==> src/design/byte_credit_command_streamer_defines.svh <==
// Assertion macros used by the streamer back end.
`ifndef BYTE_CREDIT_COMMAND_STREAMER_DEFINES_SVH
`define BYTE_CREDIT_COMMAND_STREAMER_DEFINES_SVH

// Condition must hold at every clock edge out of reset.
`define BCCS_ASSERT_ALWAYS(label, cond, msg) \
  label: assert property (@(posedge clk_i) disable iff (!rst_ni) (cond)) \
    else $error(msg);

// Consequent must hold in the same cycle as the antecedent.
`define BCCS_ASSERT_IMPLIES(label, ante, cons, msg) \
  label: assert property (@(posedge clk_i) disable iff (!rst_ni) (ante) |-> (cons)) \
    else $error(msg);

`endif

==> src/design/bccs_pkg.sv <==
// Shared types and constants of the byte credit command streamer.
package bccs_pkg;

  localparam int unsigned SENT_DEPTH_DEF = 16;
  localparam int unsigned WAIT_DEPTH_DEF = 16;
  localparam int unsigned CMDQ_DEPTH     = 2;
  localparam logic [7:0]  BUF_RESET      = 8'd128;
  localparam int unsigned ENTRY_W        = 24;

  typedef enum logic [1:0] {
    KIND_SUBMIT = 2'd0,
    KIND_OK     = 2'd1,
    KIND_ERROR  = 2'd2,
    KIND_RESET  = 2'd3
  } kind_e;

  typedef enum logic [3:0] {
    EV_SENT        = 4'd0,
    EV_QUEUED      = 4'd1,
    EV_REJECTED    = 4'd2,
    EV_OK          = 4'd3,
    EV_ERROR       = 4'd4,
    EV_LOST_SENT   = 4'd5,
    EV_LOST_UNSENT = 4'd6,
    EV_STRAY_OK    = 4'd7,
    EV_STRAY_ERROR = 4'd8,
    EV_RESET_DONE  = 4'd9
  } event_e;

  // Classified request handed from the front to the back.
  typedef struct packed {
    kind_e       kind;
    logic [15:0] id;
    logic [7:0]  bytes;
    logic        reject;
    logic [7:0]  code;
  } cmd_t;

  // Entry of the sent and waiting queues.
  typedef struct packed {
    logic [15:0] id;
    logic [7:0]  bytes;
  } entry_t;

  typedef struct packed {
    event_e      res;
    logic [15:0] id;
    logic [7:0]  code;
    logic [7:0]  bytes;
  } event_t;

endpackage

==> src/design/byte_credit_command_streamer.sv <==
// Byte credit command streamer: top level with config register, front and back end.
// A submit yields a single result event.
// Ok/error: its result, then a sent event for each waiting command drained.
// Reset request: a lost event per sent and waiting entry, then reset done.
// The back end takes one request at a time; a stalled result output holds it.
// rst_ni clears counts, pointers and credit; buffer size returns to 128 bytes.
module byte_credit_command_streamer #(
  parameter int unsigned SENT_DEPTH = bccs_pkg::SENT_DEPTH_DEF,
  parameter int unsigned WAIT_DEPTH = bccs_pkg::WAIT_DEPTH_DEF
) (
  input  logic        clk_i,
  input  logic        rst_ni,
  input  logic        cfg_we_i,
  input  logic [7:0]  cfg_wdata_i,
  input  logic        in_valid_i,
  output logic        in_ready_o,
  input  logic [1:0]  kind_i,
  input  logic [15:0] correlation_id_i,
  input  logic [7:0]  command_length_i,
  input  logic        ends_with_newline_i,
  input  logic        early_newline_i,
  input  logic        has_carriage_return_i,
  input  logic [7:0]  reply_error_code_i,
  output logic        out_valid_o,
  input  logic        out_ready_i,
  output logic [3:0]  event_res_o,
  output logic [15:0] event_id_o,
  output logic [7:0]  event_error_code_o,
  output logic [7:0]  event_bytes_o,
  output logic        last_o
);

  logic [7:0]       buf_bytes_q;
  logic             cmd_valid;
  bccs_pkg::cmd_t   cmd;
  logic             cmd_pop;
  bccs_pkg::event_t out_event;

  always_ff @(posedge clk_i or negedge rst_ni) begin
    if (!rst_ni) begin
      buf_bytes_q <= bccs_pkg::BUF_RESET;
    end else if (cfg_we_i) begin
      buf_bytes_q <= cfg_wdata_i;
    end
  end

  bccs_front u_front (
    .clk_i                 (clk_i),
    .rst_ni                (rst_ni),
    .in_valid_i            (in_valid_i),
    .in_ready_o            (in_ready_o),
    .kind_i                (kind_i),
    .correlation_id_i      (correlation_id_i),
    .command_length_i      (command_length_i),
    .ends_with_newline_i   (ends_with_newline_i),
    .early_newline_i       (early_newline_i),
    .has_carriage_return_i (has_carriage_return_i),
    .reply_error_code_i    (reply_error_code_i),
    .buf_bytes_i           (buf_bytes_q),
    .cmd_valid_o           (cmd_valid),
    .cmd_o                 (cmd),
    .cmd_pop_i             (cmd_pop)
  );

  bccs_back #(
    .SENT_DEPTH (SENT_DEPTH),
    .WAIT_DEPTH (WAIT_DEPTH)
  ) u_back (
    .clk_i       (clk_i),
    .rst_ni      (rst_ni),
    .buf_bytes_i (buf_bytes_q),
    .cmd_valid_i (cmd_valid),
    .cmd_i       (cmd),
    .cmd_pop_o   (cmd_pop),
    .out_valid_o (out_valid_o),
    .out_ready_i (out_ready_i),
    .out_event_o (out_event),
    .out_last_o  (last_o)
  );

  assign event_res_o        = out_event.res;
  assign event_id_o         = out_event.id;
  assign event_error_code_o = out_event.code;
  assign event_bytes_o      = out_event.bytes;

endmodule

==> src/design/bccs_ram.sv <==
// Generic single write port RAM with registered read.
module bccs_ram #(
  parameter int unsigned WIDTH = 24,
  parameter int unsigned DEPTH = 16,
  localparam int unsigned AW = (DEPTH > 1) ? $clog2(DEPTH) : 1
) (
  input  logic             clk_i,
  input  logic             we_i,
  input  logic [AW-1:0]    waddr_i,
  input  logic [WIDTH-1:0] wdata_i,
  input  logic [AW-1:0]    raddr_i,
  output logic [WIDTH-1:0] rdata_o
);

  logic [WIDTH-1:0] mem [DEPTH];
  logic [WIDTH-1:0] rdata_q;

  always_ff @(posedge clk_i) begin
    if (we_i) begin
      mem[waddr_i] <= wdata_i;
    end
    rdata_q <= mem[raddr_i];
  end

  assign rdata_o = rdata_q;

endmodule

==> src/design/bccs_front.sv <==
// Front end: accepts requests, validates submits and queues all requests for the back end.
module bccs_front (
  input  logic              clk_i,
  input  logic              rst_ni,
  input  logic              in_valid_i,
  output logic              in_ready_o,
  input  logic [1:0]        kind_i,
  input  logic [15:0]       correlation_id_i,
  input  logic [7:0]        command_length_i,
  input  logic              ends_with_newline_i,
  input  logic              early_newline_i,
  input  logic              has_carriage_return_i,
  input  logic [7:0]        reply_error_code_i,
  input  logic [7:0]        buf_bytes_i,
  output logic              cmd_valid_o,
  output bccs_pkg::cmd_t    cmd_o,
  input  logic              cmd_pop_i
);

  localparam int unsigned QD  = bccs_pkg::CMDQ_DEPTH;
  localparam int unsigned QAW = (QD > 1) ? $clog2(QD) : 1;
  localparam int unsigned QCW = $clog2(QD + 1);

  bccs_pkg::cmd_t q_mem [QD];
  logic [QAW-1:0] wr_ptr_q, wr_ptr_d;
  logic [QAW-1:0] rd_ptr_q, rd_ptr_d;
  logic [QCW-1:0] cnt_q, cnt_d;

  bccs_pkg::cmd_t cmd_new;
  logic [8:0]     len_ext;
  logic [8:0]     bytes_fix;
  logic           push;
  logic           pop;

  // Append a newline when missing; an empty command always gets one.
  always_comb begin
    len_ext   = {1'b0, command_length_i};
    bytes_fix = ((command_length_i == 8'd0) || !ends_with_newline_i) ? len_ext + 9'd1
                                                                      : len_ext;
    cmd_new.kind   = bccs_pkg::kind_e'(kind_i);
    cmd_new.id     = correlation_id_i;
    cmd_new.bytes  = bytes_fix[7:0];
    cmd_new.reject = (bytes_fix > {1'b0, buf_bytes_i}) || early_newline_i ||
                     has_carriage_return_i;
    cmd_new.code   = (bccs_pkg::kind_e'(kind_i) == bccs_pkg::KIND_ERROR) ?
                     reply_error_code_i : 8'd0;
  end

  assign in_ready_o  = (cnt_q != QCW'(QD));
  assign push        = in_valid_i && in_ready_o;
  assign cmd_valid_o = (cnt_q != '0);
  assign pop         = cmd_pop_i && cmd_valid_o;
  assign cmd_o       = q_mem[rd_ptr_q];

  always_comb begin
    wr_ptr_d = wr_ptr_q;
    rd_ptr_d = rd_ptr_q;
    cnt_d    = cnt_q;
    if (push) begin
      wr_ptr_d = (wr_ptr_q == QAW'(QD - 1)) ? '0 : wr_ptr_q + QAW'(1);
    end
    if (pop) begin
      rd_ptr_d = (rd_ptr_q == QAW'(QD - 1)) ? '0 : rd_ptr_q + QAW'(1);
    end
    if (push && !pop) begin
      cnt_d = cnt_q + QCW'(1);
    end else if (pop && !push) begin
      cnt_d = cnt_q - QCW'(1);
    end
  end

  always_ff @(posedge clk_i or negedge rst_ni) begin
    if (!rst_ni) begin
      wr_ptr_q <= '0;
      rd_ptr_q <= '0;
      cnt_q    <= '0;
    end else begin
      wr_ptr_q <= wr_ptr_d;
      rd_ptr_q <= rd_ptr_d;
      cnt_q    <= cnt_d;
    end
  end

  always_ff @(posedge clk_i) begin
    if (push) begin
      q_mem[wr_ptr_q] <= cmd_new;
    end
  end

endmodule

==> src/design/bccs_back.sv <==
// Back end: credit accounting, sent and waiting queues, and the result stream.
`include "byte_credit_command_streamer_defines.svh"

module bccs_back #(
  parameter int unsigned SENT_DEPTH = bccs_pkg::SENT_DEPTH_DEF,
  parameter int unsigned WAIT_DEPTH = bccs_pkg::WAIT_DEPTH_DEF
) (
  input  logic            clk_i,
  input  logic            rst_ni,
  input  logic [7:0]      buf_bytes_i,
  input  logic            cmd_valid_i,
  input  bccs_pkg::cmd_t  cmd_i,
  output logic            cmd_pop_o,
  output logic            out_valid_o,
  input  logic            out_ready_i,
  output bccs_pkg::event_t out_event_o,
  output logic            out_last_o
);

  localparam int unsigned SAW = (SENT_DEPTH > 1) ? $clog2(SENT_DEPTH) : 1;
  localparam int unsigned WAW = (WAIT_DEPTH > 1) ? $clog2(WAIT_DEPTH) : 1;
  localparam int unsigned SCW = $clog2(SENT_DEPTH + 1);
  localparam int unsigned WCW = $clog2(WAIT_DEPTH + 1);

  typedef enum logic [2:0] {
    S_IDLE,
    S_SETTLE,
    S_DRAIN,
    S_LOSTS,
    S_LOSTW,
    S_DONE,
    S_FLUSH
  } state_e;

  state_e state_q, state_d;
  state_e ret_q, ret_d;

  logic [SAW-1:0] sent_head_q, sent_head_d;
  logic [SCW-1:0] sent_cnt_q, sent_cnt_d;
  logic [WAW-1:0] wait_head_q, wait_head_d;
  logic [WCW-1:0] wait_cnt_q, wait_cnt_d;
  logic [7:0]     outst_q, outst_d;

  logic             pend_valid_q, pend_valid_d;
  bccs_pkg::event_t pend_q, pend_d;
  logic             out_valid_q, out_valid_d;
  bccs_pkg::event_t out_q, out_d;
  logic             out_last_q, out_last_d;

  logic                  sent_we, wait_we;
  bccs_pkg::entry_t      sent_wdata, wait_wdata;
  logic [bccs_pkg::ENTRY_W-1:0] sent_rbits, wait_rbits;
  bccs_pkg::entry_t      sent_rd, wait_rd;
  logic [SAW-1:0]        sent_tail;
  logic [WAW-1:0]        wait_tail;
  logic [SCW:0]          sent_sum;
  logic [WCW:0]          wait_sum;
  logic [SAW-1:0]        sent_head_inc;
  logic [WAW-1:0]        wait_head_inc;
  logic                  out_free;
  logic                  push_ok;
  logic [7:0]            outst_ret;
  logic                  cmd_fits;
  logic                  wait_fits;

  function automatic logic credit_ok(input logic [7:0] outst, input logic [7:0] bytes,
                                     input logic [7:0] buf_bytes);
    logic [8:0] sum;
    sum = {1'b0, outst} + {1'b0, bytes};
    return sum <= {1'b0, buf_bytes};
  endfunction

  bccs_ram #(
    .WIDTH (bccs_pkg::ENTRY_W),
    .DEPTH (SENT_DEPTH)
  ) u_sent_ram (
    .clk_i   (clk_i),
    .we_i    (sent_we),
    .waddr_i (sent_tail),
    .wdata_i (sent_wdata),
    .raddr_i (sent_head_q),
    .rdata_o (sent_rbits)
  );

  bccs_ram #(
    .WIDTH (bccs_pkg::ENTRY_W),
    .DEPTH (WAIT_DEPTH)
  ) u_wait_ram (
    .clk_i   (clk_i),
    .we_i    (wait_we),
    .waddr_i (wait_tail),
    .wdata_i (wait_wdata),
    .raddr_i (wait_head_q),
    .rdata_o (wait_rbits)
  );

  assign sent_rd = bccs_pkg::entry_t'(sent_rbits);
  assign wait_rd = bccs_pkg::entry_t'(wait_rbits);

  always_comb begin
    sent_sum  = (SCW + 1)'(sent_head_q) + (SCW + 1)'(sent_cnt_q);
    sent_tail = (sent_sum >= (SCW + 1)'(SENT_DEPTH)) ?
                SAW'(sent_sum - (SCW + 1)'(SENT_DEPTH)) : SAW'(sent_sum);
    wait_sum  = (WCW + 1)'(wait_head_q) + (WCW + 1)'(wait_cnt_q);
    wait_tail = (wait_sum >= (WCW + 1)'(WAIT_DEPTH)) ?
                WAW'(wait_sum - (WCW + 1)'(WAIT_DEPTH)) : WAW'(wait_sum);
    sent_head_inc = (sent_head_q == SAW'(SENT_DEPTH - 1)) ? '0 : sent_head_q + SAW'(1);
    wait_head_inc = (wait_head_q == WAW'(WAIT_DEPTH - 1)) ? '0 : wait_head_q + WAW'(1);
  end

  assign out_free  = !out_valid_q || out_ready_i;
  assign push_ok   = !pend_valid_q || out_free;
  assign outst_ret = (outst_q >= sent_rd.bytes) ? outst_q - sent_rd.bytes : 8'd0;
  assign cmd_fits  = (sent_cnt_q < SCW'(SENT_DEPTH)) &&
                     credit_ok(outst_q, cmd_i.bytes, buf_bytes_i);
  assign wait_fits = (wait_cnt_q != '0) && (sent_cnt_q < SCW'(SENT_DEPTH)) &&
                     credit_ok(outst_q, wait_rd.bytes, buf_bytes_i);

  always_comb begin
    state_d      = state_q;
    ret_d        = ret_q;
    sent_head_d  = sent_head_q;
    sent_cnt_d   = sent_cnt_q;
    wait_head_d  = wait_head_q;
    wait_cnt_d   = wait_cnt_q;
    outst_d      = outst_q;
    pend_valid_d = pend_valid_q;
    pend_d       = pend_q;
    out_valid_d  = out_valid_q;
    out_d        = out_q;
    out_last_d   = out_last_q;
    sent_we      = 1'b0;
    wait_we      = 1'b0;
    sent_wdata   = '{id: cmd_i.id, bytes: cmd_i.bytes};
    wait_wdata   = '{id: cmd_i.id, bytes: cmd_i.bytes};
    cmd_pop_o    = 1'b0;

    if (out_valid_q && out_ready_i) begin
      out_valid_d = 1'b0;
    end

    case (state_q)
      S_IDLE: begin
        if (cmd_valid_i) begin
          cmd_pop_o = 1'b1;
          case (cmd_i.kind)
            bccs_pkg::KIND_SUBMIT: begin
              pend_valid_d = 1'b1;
              pend_d = '{res: bccs_pkg::EV_REJECTED, id: cmd_i.id, code: 8'd0, bytes: 8'd0};
              if (!cmd_i.reject && (wait_cnt_q == '0) && cmd_fits) begin
                sent_we    = 1'b1;
                sent_cnt_d = sent_cnt_q + SCW'(1);
                outst_d    = outst_q + cmd_i.bytes;
                pend_d.res   = bccs_pkg::EV_SENT;
                pend_d.bytes = cmd_i.bytes;
              end else if (!cmd_i.reject && (wait_cnt_q < WCW'(WAIT_DEPTH))) begin
                wait_we    = 1'b1;
                wait_cnt_d = wait_cnt_q + WCW'(1);
                pend_d.res = bccs_pkg::EV_QUEUED;
              end
              state_d = S_FLUSH;
            end
            bccs_pkg::KIND_OK, bccs_pkg::KIND_ERROR: begin
              pend_valid_d = 1'b1;
              if (sent_cnt_q == '0) begin
                pend_d = '{res: (cmd_i.kind == bccs_pkg::KIND_OK) ? bccs_pkg::EV_STRAY_OK
                                                                  : bccs_pkg::EV_STRAY_ERROR,
                           id: 16'd0, code: cmd_i.code, bytes: 8'd0};
              end else begin
                pend_d = '{res: (cmd_i.kind == bccs_pkg::KIND_OK) ? bccs_pkg::EV_OK
                                                                  : bccs_pkg::EV_ERROR,
                           id: sent_rd.id, code: cmd_i.code, bytes: 8'd0};
                sent_head_d = sent_head_inc;
                sent_cnt_d  = sent_cnt_q - SCW'(1);
                outst_d     = outst_ret;
              end
              state_d = S_SETTLE;
              ret_d   = S_DRAIN;
            end
            bccs_pkg::KIND_RESET: begin
              if (sent_cnt_q != '0) begin
                state_d = S_LOSTS;
              end else if (wait_cnt_q != '0) begin
                state_d = S_LOSTW;
              end else begin
                state_d = S_DONE;
              end
            end
            default: begin
              state_d = S_IDLE;
            end
          endcase
        end
      end

      // Wait for the queue heads to be read back from the RAMs.
      S_SETTLE: begin
        state_d = ret_q;
      end

      S_DRAIN: begin
        if (!wait_fits) begin
          state_d = S_FLUSH;
        end else if (push_ok) begin
          if (pend_valid_q) begin
            out_valid_d = 1'b1;
            out_d       = pend_q;
            out_last_d  = 1'b0;
          end
          pend_valid_d = 1'b1;
          pend_d = '{res: bccs_pkg::EV_SENT, id: wait_rd.id, code: 8'd0, bytes: wait_rd.bytes};
          sent_we     = 1'b1;
          sent_wdata  = wait_rd;
          sent_cnt_d  = sent_cnt_q + SCW'(1);
          outst_d     = outst_q + wait_rd.bytes;
          wait_head_d = wait_head_inc;
          wait_cnt_d  = wait_cnt_q - WCW'(1);
          state_d     = S_SETTLE;
          ret_d       = S_DRAIN;
        end
      end

      S_LOSTS: begin
        if (push_ok) begin
          if (pend_valid_q) begin
            out_valid_d = 1'b1;
            out_d       = pend_q;
            out_last_d  = 1'b0;
          end
          pend_valid_d = 1'b1;
          pend_d = '{res: bccs_pkg::EV_LOST_SENT, id: sent_rd.id, code: 8'd0, bytes: 8'd0};
          sent_head_d = sent_head_inc;
          sent_cnt_d  = sent_cnt_q - SCW'(1);
          if (sent_cnt_q == SCW'(1)) begin
            state_d = (wait_cnt_q != '0) ? S_LOSTW : S_DONE;
          end else begin
            state_d = S_SETTLE;
            ret_d   = S_LOSTS;
          end
        end
      end

      S_LOSTW: begin
        if (push_ok) begin
          if (pend_valid_q) begin
            out_valid_d = 1'b1;
            out_d       = pend_q;
            out_last_d  = 1'b0;
          end
          pend_valid_d = 1'b1;
          pend_d = '{res: bccs_pkg::EV_LOST_UNSENT, id: wait_rd.id, code: 8'd0, bytes: 8'd0};
          wait_head_d = wait_head_inc;
          wait_cnt_d  = wait_cnt_q - WCW'(1);
          if (wait_cnt_q == WCW'(1)) begin
            state_d = S_DONE;
          end else begin
            state_d = S_SETTLE;
            ret_d   = S_LOSTW;
          end
        end
      end

      S_DONE: begin
        if (push_ok) begin
          if (pend_valid_q) begin
            out_valid_d = 1'b1;
            out_d       = pend_q;
            out_last_d  = 1'b0;
          end
          pend_valid_d = 1'b1;
          pend_d = '{res: bccs_pkg::EV_RESET_DONE, id: 16'd0, code: 8'd0, bytes: 8'd0};
          sent_head_d = '0;
          wait_head_d = '0;
          outst_d     = 8'd0;
          state_d     = S_FLUSH;
        end
      end

      // Hand over the final event of the request.
      S_FLUSH: begin
        if (out_free) begin
          out_valid_d  = 1'b1;
          out_d        = pend_q;
          out_last_d   = 1'b1;
          pend_valid_d = 1'b0;
          state_d      = S_IDLE;
        end
      end

      default: begin
        state_d = S_IDLE;
      end
    endcase
  end

  always_ff @(posedge clk_i or negedge rst_ni) begin
    if (!rst_ni) begin
      state_q      <= S_IDLE;
      ret_q        <= S_IDLE;
      sent_head_q  <= '0;
      sent_cnt_q   <= '0;
      wait_head_q  <= '0;
      wait_cnt_q   <= '0;
      outst_q      <= 8'd0;
      pend_valid_q <= 1'b0;
      out_valid_q  <= 1'b0;
    end else begin
      state_q      <= state_d;
      ret_q        <= ret_d;
      sent_head_q  <= sent_head_d;
      sent_cnt_q   <= sent_cnt_d;
      wait_head_q  <= wait_head_d;
      wait_cnt_q   <= wait_cnt_d;
      outst_q      <= outst_d;
      pend_valid_q <= pend_valid_d;
      out_valid_q  <= out_valid_d;
    end
  end

  always_ff @(posedge clk_i) begin
    pend_q     <= pend_d;
    out_q      <= out_d;
    out_last_q <= out_last_d;
  end

  assign out_valid_o = out_valid_q;
  assign out_event_o = out_q;
  assign out_last_o  = out_last_q;

  `BCCS_ASSERT_ALWAYS(a_sent_cnt_range, sent_cnt_q <= SCW'(SENT_DEPTH), "sent count overflow")
  `BCCS_ASSERT_ALWAYS(a_wait_cnt_range, wait_cnt_q <= WCW'(WAIT_DEPTH), "wait count overflow")
  `BCCS_ASSERT_IMPLIES(a_credit_idle, (state_q == S_IDLE) && (sent_cnt_q == '0), outst_q == 8'd0, "credit leak with nothing sent")
  `BCCS_ASSERT_IMPLIES(a_pend_idle, state_q == S_IDLE, !pend_valid_q, "pending event left in idle")

endmodule
==> config.mk <==
export PLATFORM = sky130hd
export DESIGN_NAME = byte_credit_command_streamer
export DESIGN_NICKNAME = d
export VERILOG_FILES = /design/src/design/bccs_pkg.sv /design/src/design/byte_credit_command_streamer.sv /design/src/design/bccs_ram.sv /design/src/design/bccs_front.sv /design/src/design/bccs_back.sv
export VERILOG_INCLUDE_DIRS = /design/src /design/src/design
export SDC_FILE = /design/constraint.sdc
export NUM_CORES = 1
export LEC_CHECK = 0
export BUFFER_PORTS_ARGS = -buffer_cell sky130_fd_sc_hd__buf_2
export CAP_MARGIN = 20
export CORE_MARGIN = 3
export CORE_UTILIZATION = 45
export CTS_BUF_LIST = sky130_fd_sc_hd__clkbuf_4 sky130_fd_sc_hd__clkbuf_8 sky130_fd_sc_hd__clkbuf_16
export DETAILED_ROUTE_END_ITERATION = 8
export SKIP_CTS_REPAIR_TIMING = 1
export SLEW_MARGIN = 20
export SYNTH_ARGS = -nofsm -noshare
export SYNTH_HDL_FRONTEND = slang
export SYNTH_SLANG_ARGS = --single-unit
==> constraint.sdc <==
create_clock -name clk_i -period 8.1 [get_ports clk_i]
set_input_delay 0.405 -clock clk_i [delete_from_list [all_inputs] [get_ports clk_i]]
set_output_delay 0.405 -clock clk_i [all_outputs]
set_load 0.005 [all_outputs]
# == Word-level counts from Yosys, hierarchy flattened ==
# Memories as Yosys holds them, arrays and structs flattened. A register that Yosys moved wholly into a read port is not among the register bits.
# Cells that the tools add are included.
# totals
reg_bits,119
ramBits,838
memories,3
# mem_list
name,depth,width,rd,rd_clocked_by_memory_dff,write_ports,line_no,rtl
u_back.u_sent_ram.mem,16,24,1,1,1,bccs_ram.sv:15,logic [WIDTH-1:0] mem [DEPTH];
u_back.u_wait_ram.mem,16,24,1,1,1,bccs_ram.sv:15,
u_front.q_mem,2,35,1,0,1,bccs_front.sv:24,bccs_pkg::cmd_t q_mem [QD];
# classes
n_addsub,20
order_cmp,8
eq_ne,34
muxes,123
reduce_logical,53
# ops
op,count
two-way mux 36 bit,11
case mux 36 bit (5 select lines),1
case mux 36 bit (3 select lines),1
two-way mux 24 bit,3
two-way mux 8 bit,9
case mux 36 bit (2 select lines),1
two-way mux 5 bit,12
two-way mux 3 bit,19
two-way mux 4 bit,13
two-way mux 1 bit,35
case mux 5 bit (3 select lines),2
case mux 4 bit (3 select lines),2
case mux 8 bit (3 select lines),1
AND reduction 8 bit,3
case mux 3 bit (7 select lines),1
adder 8 x 8 -> 9 bit,2
<= comparator 9 x 8 -> 1 bit,2
"inequality test 2 bit, second input constant",9
AND reduction 6 bit,3
nonzero test 3 bit,6
adder 8 bit,2
case mux 8 bit (2 select lines),1
nonzero test 5 bit,3
"inequality test 2 x 1 -> 1 bit, second input constant",7
45 further kinds,89

# == Longest topological paths before layout ==
# Gate-level depths: netlist (run 1).
# An unclocked memory read counts as a cell.
# depth
word_depth,11
mapped_depth,19
ltp_nobuf,16

# == Hierarchy ==
# Synthesis (run 1) repeated with hierarchy kept, for this count alone.
# unflattened
cells_unflattened,2142
area_unflattened_um2,40303.7
# by_module_without_submodules
module,n_inst,cells_each,area_each_um2
bccs_ram at u_back.u_sent_ram,1,636,14933.1
bccs_ram at u_back.u_wait_ram,1,636,14930.6
bccs_back,1,662,6935.4
bccs_front,1,191,3171.8
byte_credit_command_streamer,1,17,332.8

# == Worst setup path after synthesis (run 1) ==
# OpenSTA, ideal clock, no wires.
# synth_path
kind,register -> register
startpoint,register u_front.rd_ptr_q
endpoint,"memory u_back.u_sent_ram.mem[12][0], enable pin"
setup_time_ns,0.440
arrival_time_ns,6.026
required_time_ns,7.660
path_slack_ns,1.633
stages_incl_launch_ff,19
n_path_buf,2
period_less_slack_ns,6.467
path_cell_list,dfrtp_1 > buf_2 > clkbuf_1 > mux2_2 > ha_1 > fa_1 > a211oi_1 > nor2_1 > o21a_1 > nor2_1 > xnor2_1 > ha_1 > a21o_1 > a21oi_1 > o2111ai_1 > a21bo_2 > o31ai_2 > nor3b_2 > nor3b_1
# synth_rtl
item,line_no,rtl
"start, declared",bccs_front.sv:26,"logic [QAW-1:0] rd_ptr_q, rd_ptr_d;"
"start signal, assigned",bccs_front.sv:79,rd_ptr_q <= rd_ptr_d;
"end, declared",bccs_ram.sv:15,

==> results of run 1 <==
[logic make-up (layout without fill, tap and decap cells)]
logic type | after synthesis | in the layout | share of synthesized area [%]
xor+xnor | 43 | 43 | 0.921
buf+inv | 168 | 430 | 1.65
simple gates | 321 | 321 | 3.71
compound gates | 432 | 432 | 7.12
mux | 359 | 359 | 12.1
fa+ha+maj | 76 | 76 | 2.42
flops | 1005 | 1005 | 72.1
[final timing paths]
path                                              startpoint                                      to  cells past startpoint
worst min register to register   u_back.pend_q[26]$_DFFE_PP_        u_back.out_event_o[26]$_DFFE_PP_                      0
max in group asynchronous                             rst_ni       u_back.sent_head_q[0]$_DFFE_PN0P_                      3
worst min-delay path                   reply_error_code_i[0]           u_front.q_mem[1][0]$_DFFE_PP_                      2
min in group asynchronous                             rst_ni              buf_bytes_q[2]$_DFFE_PN0P_                      3
worst max-delay path            u_front.rd_ptr_q$_DFFE_PN0P_  u_back.u_sent_ram.mem[8][15]$_DFFE_PP_                     17
worst max register to register  u_front.rd_ptr_q$_DFFE_PN0P_  u_back.u_sent_ram.mem[8][15]$_DFFE_PP_                     17
[power by group]
| part | total, uW | switching (uW) | internal (uW) |
|---|---|---|---|
| Sequential | 7640 | 494 | 7150 |
| Combinational | 6740 | 4390 | 2340 |
| Clock | 4910 | 1980 | 2930 |
| Total | 19300 | 6870 | 12400 |
[layer usage]
| layer | vias to the layer above | global-route usage (%) | share of wire (%) |
|---|---|---|---|
| li1 | 9919 | - | - |
| met1 | 11500 | 30.5 | 44 |
| met2 | 720 | 33.6 | 48 |
| met3 | 129 | 2.98 | 5.9 |
| met4 | 2 | 5.05 | 1.9 |
| met5 | - | 0 | 0.012 |
[area by class of cell]
| cell class | count | area (um^2) | share of cell area [%] |
|---|---|---|---|
| Clock buffer | 136 | 2900 | 6.19 |
| Clock inverter | 61 | 721 | 1.54 |
| Inverter | 61 | 229 | 0.489 |
| Multi-Input combinational cell | 1231 | 10900 | 23.2 |
| Sequential cell | 1005 | 29500 | 63.0 |
| Tap cell | 1165 | 1460 | 3.12 |
| Timing Repair Buffer | 172 | 1150 | 2.46 |
[cell usage in the layout (no fill, tap or decap), drive strengths merged, types with 26 or more instances in the layout]
cell / instances
mux2: 96
mux4: 96
a221oi: 50
edfxtp: 911
a22oi: 53
mux2i: 167
xnor2: 26
a21oi: 84
ha: 71
clkbuf: 136
nor2: 77
dfrtp: 45
buf: 145
dlygate4sd3: 27
o21ai: 134
nand2: 125
inv: 68
clkinv: 35
dfxtp: 48
[sequential cells by signal, summed over array words and instances (netlist names), 4 cells and up]
signal,cells
buf_bytes_q,8
u_back.out_event_o,36
u_back.outst_q,8
u_back.pend_q,36
u_back.sent_cnt_q,5
u_back.sent_head_q,4
u_back.u_sent_ram.mem,384
u_back.u_sent_ram.rdata_o,24
u_back.u_wait_ram.mem,384
u_back.u_wait_ram.rdata_o,24
u_back.wait_cnt_q,5
u_back.wait_head_q,4
u_front.q_mem,70
[through the flow]
stage | hold WS [ns] | cell area [um^2]
after floorplan | 0.109 | 40900
after global placement | 0.407 | 42900
after detailed placement | 0.406 | 42900
after CTS | -0.174 | 46500
after global routing | 0.0370 | 46800
final | 0.0450 | 46800
[critical path, delay by kind of cell (launching register included)]
kind / cells / cell delay [ns]
buffers and inverters: 1 / 0.38
muxes: 1 / 0.55
DFF: 1 / 0.71
and+or+nand+nor: 4 / 1.38
xor gates and xnor gates: 1 / 0.18
adders and majority gates: 3 / 1.02
AOI/OAI and AO/OA: 7 / 1.68
==> flow_metrics.tcl, run 1 <==
set metrics [dict create \
    status "completed" \
    arrival_ns 6.60 \
    utilization_pct 52.5 \
    wl_per_cell_um 25.8 \
    synth-seq-cells 1005 \
    p_per_area_nw_per_um2 412 \
    cts_sinks 1005 \
    grt_usage_pct 20.9 \
    area_growth_pct 14.5 \
    rsz0062_at_grt "no" \
    synth_top_area_cell "edfxtp_1" \
    fin_tns_setup_ns 0 \
    synth.area.top_cells "edfxtp_1, mux4_2, mux2i_1" \
    grt_max_degree 132 \
    numCtsBuffers 105 \
    pre_cts_ws_ns 1.87 \
    drt_iter0_markers 2306 \
    netlist_area_um2 40900 \
    ioPinCount 89 \
    synth_cells 2404 \
    synth_edf_count 911 \
    final_nets 2702 \
    synth_top_area_share_pct 66.9 \
    max_freq_mhz 160 \
    ir_drop_v 0.000290 \
    ys_seq_area_share_pct 72.1 \
    hp-class "input pin to flip-flop" \
    antenna_found_initial 3 \
    cap_violations 0 \
    first_pass_iters 6 \
    critical-path-max-stage-delay_ns 0.80 \
    cts_tree "yes" \
    cp-start-kind "flip-flop" \
    die_area_um2 94500 \
    ant_nets 0 \
    die_h_um 307 \
    grt_pass1_wl_um 147000 \
    clkSlewWorstSetupHoldPaths_ns 0.06 \
    place.gp.congestion 0.872 \
    cp_max_fo 19 \
    setup_slack_ns 1.86 \
    rows 109 \
    cp-end-kind "flip-flop" \
    p_total_uw 19300 \
    worstPathRequired_ns 8.46 \
    viasPerCell 5.82 \
    fin_cells 3831 \
    criticalPathCategory "flip-flop to flip-flop" \
    hpwl_um 61200 \
    slew-limit-headroom_pct 26.7 \
    root_buffer "clkbuf_16" \
    dp_cells 3607 \
    htreeDepth 3 \
    die_w_um 307 \
    clockBufferDepth 3 \
    diodes 0 \
    reg2reg_slack_ns 1.86 \
    finalSetupViolCount 0 \
    worstPathCellList "mux2_2 -> ha_1 -> fa_1 -> a211oi_1 -> nor2_1 -> o21a_1 -> nor2_1 -> xnor2_1 -> ha_1 -> a21o_1 -> a21oi_1 -> o2111ai_1 -> a21bo_2 -> o31ai_2 -> nor3b_2 -> nor3b_2 -> buf_4" \
    synthTopCellsByCount "edfxtp_1, mux2i_1, o21ai_0, nand2_1, mux4_2" \
    drt-total-wl_um 98800 \
    synth_nets 2530 \
    core_area_um2 89200 \
    final_hold_viol_count 0 \
    yosysMostFrequentCell "edfxtp_1" \
    async_flop_share_pct 4.58 \
    leakage_uw 0.0162 \
    yosysWarnings 0 \
    slew_viol_final 0 \
    clk_latency_ns 0.68 \
    drive_above_1_share_pct 21.4 \
    synthDistinctLibCells 82 \
    worst_clock_skew_ns 0.0483 \
    period_needed_ns 6.24 \
    vias 22300 \
    slowest_stage "nor3b_2" \
    synth_top_flop_cell "edfxtp_1" \
    post-route-drc-count 0 \
    grt-ovfl-total 0 \
    portBuffers 88 \
    n_fill_cell 7196 \
    start_util_pct 45.8 \
    grt_pass1_vias 22500 \
    avgSynthCellArea_um2 17.0 \
    worst_pin_slew_ns 1.10 \
    period_share_pct 77.1 \
]
Power figures use the tool's default switching activity.
==> inputs of run 2 (changes only) <==
--- a/config.mk
+++ b/config.mk
@@ -6,6 +6,7 @@
 export SDC_FILE = /design/constraint.sdc
 export NUM_CORES = 1
 export LEC_CHECK = 0
+export ABC_AREA = 1
 export BUFFER_PORTS_ARGS = -buffer_cell sky130_fd_sc_hd__buf_2
 export CAP_MARGIN = 20
 export CORE_MARGIN = 3
==> constraint.sdc (replaced) <==
create_clock -name clk_i -period 5.95 [get_ports clk_i]
set_input_delay 0.2975 -clock clk_i [delete_from_list [all_inputs] [get_ports clk_i]]
set_output_delay 0.2975 -clock clk_i [all_outputs]
set_load 0.005 [all_outputs]
==> flow_metrics.tcl, run 2 <==
set metrics [dict create \
    dp_cells 4512 \
    diodes 0 \
    fin_hold_ws_ns -0.00792 \
    netlist_area_um2 41300 \
    n_fill_cell 7710 \
    holdPathStages 3 \
    cp-end-kind "flip-flop" \
    rsz0062_at_grt "no" \
    finalSetupViolCount 0 \
    cp_max_fo 24 \
    multi_input_area_um2 10700 \
    cp-start-kind "flip-flop" \
    max_freq_mhz 187 \
    reg2reg_from "u_front.rd_ptr_q$_DFFE_PN0P_" \
    die_w_um 309 \
    core_area_um2 90400 \
    hp-class "input pin to flip-flop" \
    grt-ovfl-total 0 \
    antenna_found_initial 9 \
    layout_commonest_cell "edfxtp_1" \
    reg_top3 "u_back.u_sent_ram.mem (384), u_back.u_wait_ram.mem (384), u_front.q_mem (70)" \
    clkSlewWorstSetupHoldPaths_ns 0.06 \
    reg2reg_to "u_back.u_wait_ram.mem[8][5]$_DFFE_PP_" \
    reg2reg_slack_ns 0.60 \
    start_util_pct 45.6 \
    synth_cells 3350 \
    post-route-drc-count 0 \
    hpwl_um 68000 \
    arrival_ns 5.63 \
    vias 26900 \
    clockBufferDepth 3 \
    period_needed_ns 5.35 \
    grt_max_degree 172 \
    async_flop_share_pct 4.58 \
    cts_sinks 1005 \
    p_total_uw 27000 \
    final_nets 3605 \
    portBuffers 88 \
    ioPinCount 89 \
    synth-seq-cells 1005 \
    period_share_pct 89.9 \
    first_pass_iters 5 \
    grt_pass1_vias 25400 \
    grt_pass1_wl_um 162000 \
    synthDistinctLibCells 57 \
    root_buffer "clkbuf_16" \
    die_area_um2 95400 \
    violations "negative hold slack" \
    synth.area.top_cells "edfxtp_1, nand2_1, o21ai_0" \
    ant_nets 0 \
    viasPerCell 5.67 \
    cap_violations 0 \
    worst_clock_skew_ns 0.0199 \
    place.gp.congestion 0.899 \
    slew_viol_final 0 \
    worst_pin_slew_ns 1.07 \
    wl_per_cell_um 22.9 \
    slew-limit-headroom_pct 28.7 \
    synth_top_area_cell "edfxtp_1" \
    ys_seq_area_share_pct 71.4 \
    layout_common_cells "edfxtp_1, nand2_1, o21ai_0" \
    criticalPathCategory "flip-flop to flip-flop" \
    p_per_area_nw_per_um2 573 \
    clk_latency_ns 0.67 \
    drt-total-wl_um 109000 \
    synthTopCellsByCount "edfxtp_1, nand2_1, o21ai_0, nor2_1, inv_1" \
    synth_edf_count 911 \
    synth_nets 3476 \
    worstPathRequired_ns 6.23 \
    fin_cells 4738 \
    yosysWarnings 0 \
    leakage_uw 0.0170 \
    min_from "cfg_we_i" \
    status "complete, but fails checks" \
    fin_tns_setup_ns 0 \
    hold_end "buf_bytes_q[2]$_DFFE_PN0P_" \
    numCtsBuffers 102 \
    yosysMostFrequentCell "edfxtp_1" \
    r2r_cells 21 \
    regArea_um2 29500 \
    rows 110 \
    avgSynthCellArea_um2 12.3 \
    synth_top_flop_cell "edfxtp_1" \
    area_growth_pct 14.2 \
    die_h_um 309 \
    htreeDepth 3 \
    synth_top_area_share_pct 66.3 \
    final_hold_viol_count 2 \
    drt_iter0_markers 3187 \
    cts_tree "yes" \
    drive_above_1_share_pct 12.3 \
    grt_usage_pct 22.6 \
    ir_drop_v 0.000384 \
]
[run 2: changes by cell type after synthesis, sizes merged, moves of 95 or more]
cell | previous run | this run
inv | 61 | 183
nand3 | 16 | 149
mux2 | 96 | 1
o21ai | 134 | 342
mux4 | 96 | 0
mux2i | 167 | 8
nor2 | 77 | 287
nand2 | 125 | 594
[run 2: layout make-up]
cell class | count | share of cell area [%]
sequential | 1005 | 62.5
clock inverter | 46 | 1.07
clock buffer | 141 | 6.20
inverter | 187 | 1.51
timing repair buffer | 199 | 2.93
tap | 1176 | 3.12
multi-input combinational | 1984 | 22.6
[run 2: metal layers]
layer / GRT usage (%) / up-vias / share of wire (%)
li1: - / 12500 / -
met4: 5.49 / 0 / 2.2
met5: 0 / - / 0
met2: 34.4 / 979 / 45
met3: 3.68 / 146 / 7.1
met1: 34.1 / 13300 / 45
[run 2: critical path, cell delays in order (launching register included)]
cell and delay, ns:
dfrtp_2 0.42, inv_2 0.17, or2_2 0.31, o21ai_0 0.11
inv_1 0.14, ha_1 0.25, fa_1 0.40, inv_1 0.07
o21ai_1 0.12, a21oi_1 0.19, nand2_1 0.09, and2_1 0.17
ha_1 0.28, and3_1 0.17, nand2_1 0.06, nand2_1 0.05
nand2_1 0.12, nand3_4 0.14, nand2_1 0.08, nor2_1 0.35
nand3_1 0.42, nor2_4 0.82
[run 2: worst max path at each step]
stage / startpoint / endpoint / slack (ns) / depth (start not counted)
after global routing: u_front.rd_ptr_q$_DFFE_PN0P_ / u_back.u_wait_ram.mem[8][13]$_DFFE_PP_ / 0.31 / 21
after global placement: u_front.rd_ptr_q$_DFFE_PN0P_ / u_back.u_wait_ram.mem[10][13]$_DFFE_PP_ / 0.72 / 21
after floorplan: u_front.rd_ptr_q$_DFFE_PN0P_ / u_back.u_wait_ram.mem[0][0]$_DFFE_PP_ / 0.38 / 23
after detailed placement: u_front.rd_ptr_q$_DFFE_PN0P_ / u_back.u_wait_ram.mem[8][13]$_DFFE_PP_ / 0.66 / 21
after CTS: u_front.rd_ptr_q$_DFFE_PN0P_ / u_back.u_wait_ram.mem[8][22]$_DFFE_PP_ / 0.62 / 21
final: u_front.rd_ptr_q$_DFFE_PN0P_ / u_back.u_wait_ram.mem[8][5]$_DFFE_PP_ / 0.60 / 21
[run 2: cells by family after synthesis]
| logic type | after synthesis | synth area share, % |
|---|---|---|
| compound gates | 718 | 10.1 |
| xor+xnor | 35 | 0.743 |
| fa+ha+maj | 76 | 2.39 |
| buf+inv | 361 | 3.37 |
| flops | 1005 | 71.4 |
| mux | 9 | 0.221 |
| simple gates | 1146 | 11.7 |
[run 2: power breakdown]
| part | total [uW] | switching [uW] | internal, uW |
|---|---|---|---|
| sequential | 10400 | 603 | 9770 |
| clock | 6520 | 2650 | 3870 |
| combinational | 10100 | 7440 | 2680 |
| total | 27000 | 10700 | 16300 |
[run 2: through the flow]
stage          util (%)  area [um^2]  worst slack [ns]
2_1_floorplan         -        41300             0.375
3_3_place_gp       47.9        43300             0.715
3_5_place_dp       47.9        43300             0.656
4_1_cts            51.7        46700             0.623
5_1_grt            52.1        47200             0.309
6_report           52.1        47200             0.599
